==> config.mk <==
export PLATFORM = sky130hd
export DESIGN_NAME = block_reverse_xor_scrambler_core
export DESIGN_NICKNAME = d
export VERILOG_FILES = /design/src/brxs_pkg.sv /design/src/brxs_store.sv /design/src/brxs_seq.sv /design/src/block_reverse_xor_scrambler_core.sv
export SDC_FILE = /design/constraint.sdc
export NUM_CORES = 1
export LEC_CHECK = 0
export ABC_AREA = 1
export BUFFER_PORTS_ARGS = -buffer_cell sky130_fd_sc_hd__buf_2
export CAP_MARGIN = 15
export CORE_ASPECT_RATIO = 2
export CORE_MARGIN = 2
export CORE_UTILIZATION = 45
export DETAILED_ROUTE_END_ITERATION = 6
export PLACE_DENSITY = 0.69
export SYNTH_ARGS = -nofsm -noshare
export SYNTH_HDL_FRONTEND = slang
export SYNTH_HIERARCHICAL = 1
export SYNTH_SLANG_ARGS = --single-unit
==> constraint.sdc <==
create_clock -name clk -period 3.7 [get_ports clk]
set_clock_uncertainty 0.15 [all_clocks]
set_input_delay 0.74 -clock clk [delete_from_list [all_inputs] [get_ports clk]]
set_output_delay 0.74 -clock clk [all_outputs]
set_load 0.005 [all_outputs]
==> src/brxs_pkg.sv <==
`default_nettype none

package brxs_pkg;

    // Bytes in one chunk; also the depth of the block store.
    localparam int CHUNK = 20;

    // Fill counters hold 0 .. CHUNK; store addresses reach CHUNK-1.
    localparam int CNT_W = $clog2(CHUNK + 1);
    localparam int IDX_W = (CHUNK > 1) ? $clog2(CHUNK) : 1;

    localparam int BYTE_W   = 8;
    localparam int CFG_W    = 64;
    localparam int CFG_IDX_W = 2;
    localparam int KEY_BYTES = 24;
    localparam int KEY_W    = KEY_BYTES * BYTE_W;

    typedef enum logic [CFG_IDX_W-1:0] {
        REG_KEY_LENGTH = 2'd0,
        REG_KEY_LOW    = 2'd1,
        REG_KEY_MID    = 2'd2,
        REG_KEY_HIGH   = 2'd3
    } cfg_reg_t;

    typedef struct packed {
        logic [BYTE_W-1:0] plain_byte;
        logic              end_of_stream;
    } in_req_t;

    typedef struct packed {
        logic [BYTE_W-1:0] cipher_byte;
        logic              last_of_block;
    } out_req_t;

    typedef struct packed {
        logic              en;
        logic [IDX_W-1:0]  addr;
        logic [BYTE_W-1:0] data;
    } mem_wr_t;

    typedef struct packed {
        logic              en;
        logic [IDX_W-1:0]  addr;
    } mem_rd_t;

    typedef struct packed {
        logic             busy;
        logic [CNT_W-1:0] chunk_fill;
        logic [CNT_W-1:0] block_fill;
        logic [CNT_W-1:0] emit_count;
        logic [CNT_W-1:0] emit_len;
    } seq_status_t;

endpackage

`default_nettype wire

==> src/brxs_store.sv <==
`default_nettype none

module brxs_store (
    input  wire logic                           clk,
    input  wire brxs_pkg::mem_wr_t              wr,
    input  wire brxs_pkg::mem_rd_t              rd,
    output logic [brxs_pkg::BYTE_W-1:0]         rd_data
);

    logic [brxs_pkg::BYTE_W-1:0] store_reg [brxs_pkg::CHUNK];
    logic [brxs_pkg::BYTE_W-1:0] rd_data_reg;

    always_ff @(posedge clk)
    begin
        if (wr.en)
        begin
            store_reg[wr.addr] <= wr.data;
        end
    end

    // The read data holds until the next read request.
    always_ff @(posedge clk)
    begin
        if (rd.en)
        begin
            rd_data_reg <= store_reg[rd.addr];
        end
    end

    assign rd_data = rd_data_reg;

endmodule

`default_nettype wire

==> src/brxs_seq.sv <==
`default_nettype none

module brxs_seq (
    input  wire logic                                               clk,
    input  wire logic                                               rst_n,
    input  wire logic                                               in_valid,
    output logic                                                    in_ready,
    input  wire brxs_pkg::in_req_t                                  in_data,
    output logic                                                    out_valid,
    input  wire logic                                               out_ready,
    output brxs_pkg::out_req_t                                      out_data,
    input  wire logic [brxs_pkg::CNT_W-1:0]                         eff_len,
    input  wire logic [brxs_pkg::CHUNK-1:0][brxs_pkg::BYTE_W-1:0]   key_arr,
    output brxs_pkg::mem_wr_t                                       mem_wr,
    output brxs_pkg::mem_rd_t                                       mem_rd,
    input  wire logic [brxs_pkg::BYTE_W-1:0]                        mem_data,
    output brxs_pkg::seq_status_t                                   status
);

    typedef enum logic [2:0] {
        S_IDLE  = 3'b001,
        S_FETCH = 3'b010,
        S_LOAD  = 3'b100
    } state_t;

    state_t                         state_reg, state_next;
    logic [brxs_pkg::CNT_W-1:0]     chunk_fill_reg, chunk_fill_next;
    logic [brxs_pkg::CNT_W-1:0]     block_fill_reg, block_fill_next;
    logic [brxs_pkg::CNT_W-1:0]     len_reg, len_next;
    logic [brxs_pkg::IDX_W-1:0]     idx_reg, idx_next;
    logic [brxs_pkg::IDX_W-1:0]     cnt_reg, cnt_next;
    logic                           out_valid_reg, out_valid_next;
    brxs_pkg::out_req_t             out_data_reg, out_data_next;

    logic [brxs_pkg::CNT_W-1:0]     chunk_inc;
    logic [brxs_pkg::CNT_W-1:0]     block_inc;
    logic [brxs_pkg::CNT_W-1:0]     cnt_inc;
    logic                           chunk_done;
    logic                           out_free;
    logic                           last_byte;

    assign chunk_inc  = chunk_fill_reg + brxs_pkg::CNT_W'(1);
    assign block_inc  = block_fill_reg + brxs_pkg::CNT_W'(1);
    assign cnt_inc    = brxs_pkg::CNT_W'(cnt_reg) + brxs_pkg::CNT_W'(1);
    assign chunk_done = in_data.end_of_stream || (chunk_inc == brxs_pkg::CNT_W'(brxs_pkg::CHUNK));
    assign out_free   = !out_valid_reg || out_ready;
    assign last_byte  = (cnt_inc == len_reg);

    always_comb
    begin
        state_next      = state_reg;
        chunk_fill_next = chunk_fill_reg;
        block_fill_next = block_fill_reg;
        len_next        = len_reg;
        idx_next        = idx_reg;
        cnt_next        = cnt_reg;
        out_valid_next  = out_valid_reg;
        out_data_next   = out_data_reg;
        in_ready        = 1'b0;
        mem_wr.en       = 1'b0;
        mem_wr.addr     = chunk_fill_reg[brxs_pkg::IDX_W-1:0];
        mem_wr.data     = in_data.plain_byte;
        mem_rd.en       = 1'b0;
        mem_rd.addr     = idx_reg;

        if (out_valid_reg && out_ready)
        begin
            out_valid_next = 1'b0;
        end

        case (state_reg)
            S_IDLE:
            begin
                in_ready = 1'b1;
                if (in_valid)
                begin
                    mem_wr.en = 1'b1;
                    if (chunk_done || (block_inc >= eff_len))
                    begin
                        // The block closes: read it back from its newest byte.
                        len_next        = block_inc;
                        idx_next        = chunk_fill_reg[brxs_pkg::IDX_W-1:0];
                        cnt_next        = '0;
                        block_fill_next = '0;
                        chunk_fill_next = chunk_done ? '0 : chunk_inc;
                        state_next      = S_FETCH;
                    end
                    else
                    begin
                        block_fill_next = block_inc;
                        chunk_fill_next = chunk_inc;
                    end
                end
            end
            S_FETCH:
            begin
                mem_rd.en  = 1'b1;
                state_next = S_LOAD;
            end
            S_LOAD:
            begin
                if (out_free)
                begin
                    out_valid_next              = 1'b1;
                    out_data_next.cipher_byte   = mem_data ^ key_arr[cnt_reg];
                    out_data_next.last_of_block = last_byte;
                    if (last_byte)
                    begin
                        state_next = S_IDLE;
                    end
                    else
                    begin
                        cnt_next   = cnt_reg + brxs_pkg::IDX_W'(1);
                        idx_next   = idx_reg - brxs_pkg::IDX_W'(1);
                        state_next = S_FETCH;
                    end
                end
            end
            default:
            begin
                state_next = S_IDLE;
            end
        endcase
    end

    always_ff @(posedge clk or negedge rst_n)
    begin
        if (!rst_n)
        begin
            state_reg      <= S_IDLE;
            chunk_fill_reg <= '0;
            block_fill_reg <= '0;
            out_valid_reg  <= 1'b0;
        end
        else
        begin
            state_reg      <= state_next;
            chunk_fill_reg <= chunk_fill_next;
            block_fill_reg <= block_fill_next;
            out_valid_reg  <= out_valid_next;
        end
    end

    always_ff @(posedge clk)
    begin
        len_reg      <= len_next;
        idx_reg      <= idx_next;
        cnt_reg      <= cnt_next;
        out_data_reg <= out_data_next;
    end

    assign out_valid = out_valid_reg;
    assign out_data  = out_data_reg;

    assign status.busy       = (state_reg != S_IDLE);
    assign status.chunk_fill = chunk_fill_reg;
    assign status.block_fill = block_fill_reg;
    assign status.emit_count = brxs_pkg::CNT_W'(cnt_reg);
    assign status.emit_len   = len_reg;

endmodule

`default_nettype wire

==> src/block_reverse_xor_scrambler_core.sv <==
`default_nettype none

// Byte-stream scrambler. Plaintext bytes arrive one per request and are cut
// into chunks of CHUNK (20) bytes, each chunk into blocks of key_length bytes;
// a block also closes when its chunk fills or on end_of_stream. A closed block
// is sent out newest byte first, each byte XORed with the key byte at its
// output position, and its final byte carries last_of_block. A byte that does
// not close a block leaves in_ready high. After a byte that closes a block of
// len bytes, in_ready stays low while the block is read back: each byte takes
// a read of the 20-entry block store and then a load of the output register,
// and the load waits while the output stalls. Configuration writes belong in
// idle periods only.
module block_reverse_xor_scrambler_core (
    input  wire logic                                   clk,
    input  wire logic                                   rst_n,
    input  wire logic                                   in_valid,
    output logic                                        in_ready,
    input  wire brxs_pkg::in_req_t                      in_data,
    output logic                                        out_valid,
    input  wire logic                                   out_ready,
    output brxs_pkg::out_req_t                          out_data,
    input  wire logic                                   cfg_we,
    input  wire logic [brxs_pkg::CFG_IDX_W-1:0]         cfg_index,
    input  wire logic [brxs_pkg::CFG_W-1:0]             cfg_data
);

    logic [brxs_pkg::BYTE_W-1:0]                        key_length_reg;
    logic [brxs_pkg::CFG_W-1:0]                         key_low_reg;
    logic [brxs_pkg::CFG_W-1:0]                         key_mid_reg;
    logic [brxs_pkg::CFG_W-1:0]                         key_high_reg;

    logic [brxs_pkg::KEY_W-1:0]                         key_vec;
    logic [brxs_pkg::CHUNK-1:0][brxs_pkg::BYTE_W-1:0]   key_arr;
    logic [brxs_pkg::CNT_W-1:0]                         eff_len;

    brxs_pkg::mem_wr_t                                  mem_wr;
    brxs_pkg::mem_rd_t                                  mem_rd;
    logic [brxs_pkg::BYTE_W-1:0]                        mem_data;
    brxs_pkg::seq_status_t                              status;

    always_ff @(posedge clk or negedge rst_n)
    begin
        if (!rst_n)
        begin
            key_length_reg <= brxs_pkg::BYTE_W'(1);
            key_low_reg    <= '0;
            key_mid_reg    <= '0;
            key_high_reg   <= '0;
        end
        else if (cfg_we)
        begin
            case (brxs_pkg::cfg_reg_t'(cfg_index))
                brxs_pkg::REG_KEY_LENGTH: key_length_reg <= cfg_data[brxs_pkg::BYTE_W-1:0];
                brxs_pkg::REG_KEY_LOW:    key_low_reg    <= cfg_data;
                brxs_pkg::REG_KEY_MID:    key_mid_reg    <= cfg_data;
                brxs_pkg::REG_KEY_HIGH:   key_high_reg   <= cfg_data;
                default:                  key_low_reg    <= key_low_reg;
            endcase
        end
    end

    assign key_vec = {key_high_reg, key_mid_reg, key_low_reg};
    assign key_arr = key_vec[brxs_pkg::CHUNK*brxs_pkg::BYTE_W-1:0];

    // A zero length acts as one, and anything past a chunk acts as a chunk.
    always_comb
    begin
        if (key_length_reg == '0)
        begin
            eff_len = brxs_pkg::CNT_W'(1);
        end
        else if (key_length_reg >= brxs_pkg::BYTE_W'(brxs_pkg::CHUNK))
        begin
            eff_len = brxs_pkg::CNT_W'(brxs_pkg::CHUNK);
        end
        else
        begin
            eff_len = key_length_reg[brxs_pkg::CNT_W-1:0];
        end
    end

    brxs_seq u_seq (
        .clk       (clk),
        .rst_n     (rst_n),
        .in_valid  (in_valid),
        .in_ready  (in_ready),
        .in_data   (in_data),
        .out_valid (out_valid),
        .out_ready (out_ready),
        .out_data  (out_data),
        .eff_len   (eff_len),
        .key_arr   (key_arr),
        .mem_wr    (mem_wr),
        .mem_rd    (mem_rd),
        .mem_data  (mem_data),
        .status    (status)
    );

    brxs_store u_store (
        .clk     (clk),
        .wr      (mem_wr),
        .rd      (mem_rd),
        .rd_data (mem_data)
    );

`ifndef ASSERT_OFF
    a_chunk_bound: assert property (@(posedge clk) disable iff (!rst_n)
        status.chunk_fill < brxs_pkg::CNT_W'(brxs_pkg::CHUNK))
        else $error("chunk fill reached the chunk size without closing");

    a_block_in_chunk: assert property (@(posedge clk) disable iff (!rst_n)
        status.block_fill <= status.chunk_fill)
        else $error("open block is longer than the open chunk");

    a_emit_bound: assert property (@(posedge clk) disable iff (!rst_n)
        status.busy |-> (status.emit_count < status.emit_len))
        else $error("read-back ran past the end of the block");

    a_busy_no_accept: assert property (@(posedge clk) disable iff (!rst_n)
        status.busy |-> !in_ready)
        else $error("input accepted while a block is being emitted");
`endif

endmodule

`default_nettype wire
==> impl_metrics.toml <==
[placed_design]
dp_cells = 2437
portBuffers = 90
gp_congestion = 0.933
dpl_worst_slack_ns = 0.934
hpwl_mm = 32.2

[timing]
finalHoldViolCount = 0
fin_ws_ns = 0.853
min_period_over_period_pct = 76.9
finalSetupViolCount = 0
min_period_ns = 2.85
fmax_mhz = 351
slew_headroom_pct = 33.4
fin_tns_setup_ns = 0
slew_violations = 0
grt_setup_unrepaired = "false"
worst_pin_slew_ns = 0.998

[route]
wire_per_inst_um = 18.2
wl_mm = 45.4
ant_nets = 0
drt_iter0_markers = 957
drc = 0
vias = 12800
via_per_inst = 5.13
dr.pass1.iters = 5

[layout]
nets = 2043
post-route-util_pct = 49.6
drive_gt1_share_pct = 11.5
syn_to_final_growth_pct = 9.53
stdcell_count = 2499
largest_register_ffs = 160

[clocking]
cts.path.max_buffers = 3
cts_setup_buffers = 0
cts_buffers = 35
clock_latency_ns = 0.53
cts-root-buf = "clkbuf_16"
clkTransAtPathRegs_ns = 0.06
hold_buffers = 0
clock-sinks = 374
h-tree-depth = 2
cts_resized = 0
cts_tree = "done"

[setup_path]
required_ns = 3.71
crit_path_max_incr_delay_ns = 0.68
cp-end-kind = "register"
cp.arrival_ns = 2.86
path_class = "register to register"
crit_fanout = 12
cp_slowest_cell = "nor2_1"
start_kind = "register"
crit_chain = "inv_2, nor3_4, nand2_2, clkinv_2, nand3_1, nor2_1"

[grt]
grt_max_degree = 129
grt_util_all_layers_pct = 22.9
overflow = 0
grt_pass1_vias = 12800
antenna_found_initial = 0
grt_pass1_wl_mm = 70.2

[floorplanning]
fp-row-count = 102
design.core.area_um2 = 38500
pin_count = 91
die_w_um = 143
die_area_um2 = 40500
fp.dieH_um = 283
start_util_pct = 45.3

[min_path]
hp-class = "input port to asynchronous set/reset pin"

[pwr]
leakage_nw = 8.79
finalPower_mw = 13.5
irDropWorstVdd_mv = 0.532
power-per-cell-area_nw_per_um2 = 705

[yosys]
syn_area_um2 = 17500
avgSynthCellArea_um2 = 9.12
syn_nets = 2005
ys_warn_count = 6
syn_inst = 1916

[job]
maxCapViolCount = 0

[outcome]
status = "complete, no violations"
[critical path: cells and delay by family (launching register included)]
family        cells  cell delay (ns)
simple gates      4             1.52
buf+inv           2             0.24
flops             1             0.56
[placed cells by master (no fill, tap or decap), types with 2 or more instances in the layout]
cell,instances
xnor2_1,4
clkbuf_1,3
o21ai_2,47
o21ai_1,40
clkinv_2,9
clkbuf_8,3
clkinv_1,5
ha_1,9
nand4_1,2
buf_2,89
bufinv_16,2
buf_12,5
and2_1,2
xor2_1,6
nor3_1,2
edfxtp_1,192
nand3_1,212
nand3_2,2
nor3_4,2
clkbuf_16,37
nand2_1,633
inv_1,231
nand3b_1,2
nor2_2,3
dfrtp_1,180
inv_2,5
clkinv_4,2
nor2_1,76
buf_4,10
o22ai_1,16
o21ai_0,130
a21oi_1,4
dfstp_2,2
clkinvlp_4,2
[report_power, final]
group / total [mW] / internal, mW / switching [mW]
registers: 5.39 / 4.98 / 0.416
logic: 4.52 / 1.34 / 3.18
clock network: 3.58 / 2.02 / 1.56
total: 13.5 / 8.34 / 5.15
[final cells by class]
type,count,area (um2)
inverters,239,903
multi-input cells,1199,5490
repair buffers,105,632
diodes,1,2.50
flip-flops and latches,374,10300
well taps,520,651
clock inverters,18,148
fillers,3639,19400
clock buffers,43,978
[path summary, 6_finish.rpt]
check,from,end,slack [ns],cells after the start
setup / recovery,u_seq/state_reg[0],u_store/store_reg[13][4],0.85,6
hold / removal,rst_n,key_low_reg[58],0.08,1
setup reg to reg,u_seq/state_reg[0],u_store/store_reg[13][4],0.85,6
hold reg to reg,key_low_reg[11],key_low_reg[11],0.33,2
max in group asynchronous,rst_n,key_low_reg[28],2.48,2
min in group clk,out_ready,u_seq/out_valid,0.30,2
[per-layer routing]
metal	vias up	track usage, %	part of all wire (%)
li1	6232	-	-
met1	6023	23.1	34
met2	393	42.4	53
met3	163	2.89	4.4
met4	0	16.9	8.5
met5	-	0	0
[metrics by stage]
step / hold slack (ns) / instance area, um2
after floorplan: 0.294 / 17500
after global placement: 0.313 / 18000
after detailed placement: 0.318 / 18000
after CTS: 0.104 / 19100
after global routing: 0.136 / 19100
final: 0.0782 / 19100
Note: power is estimated with default switching activity, not from simulation.
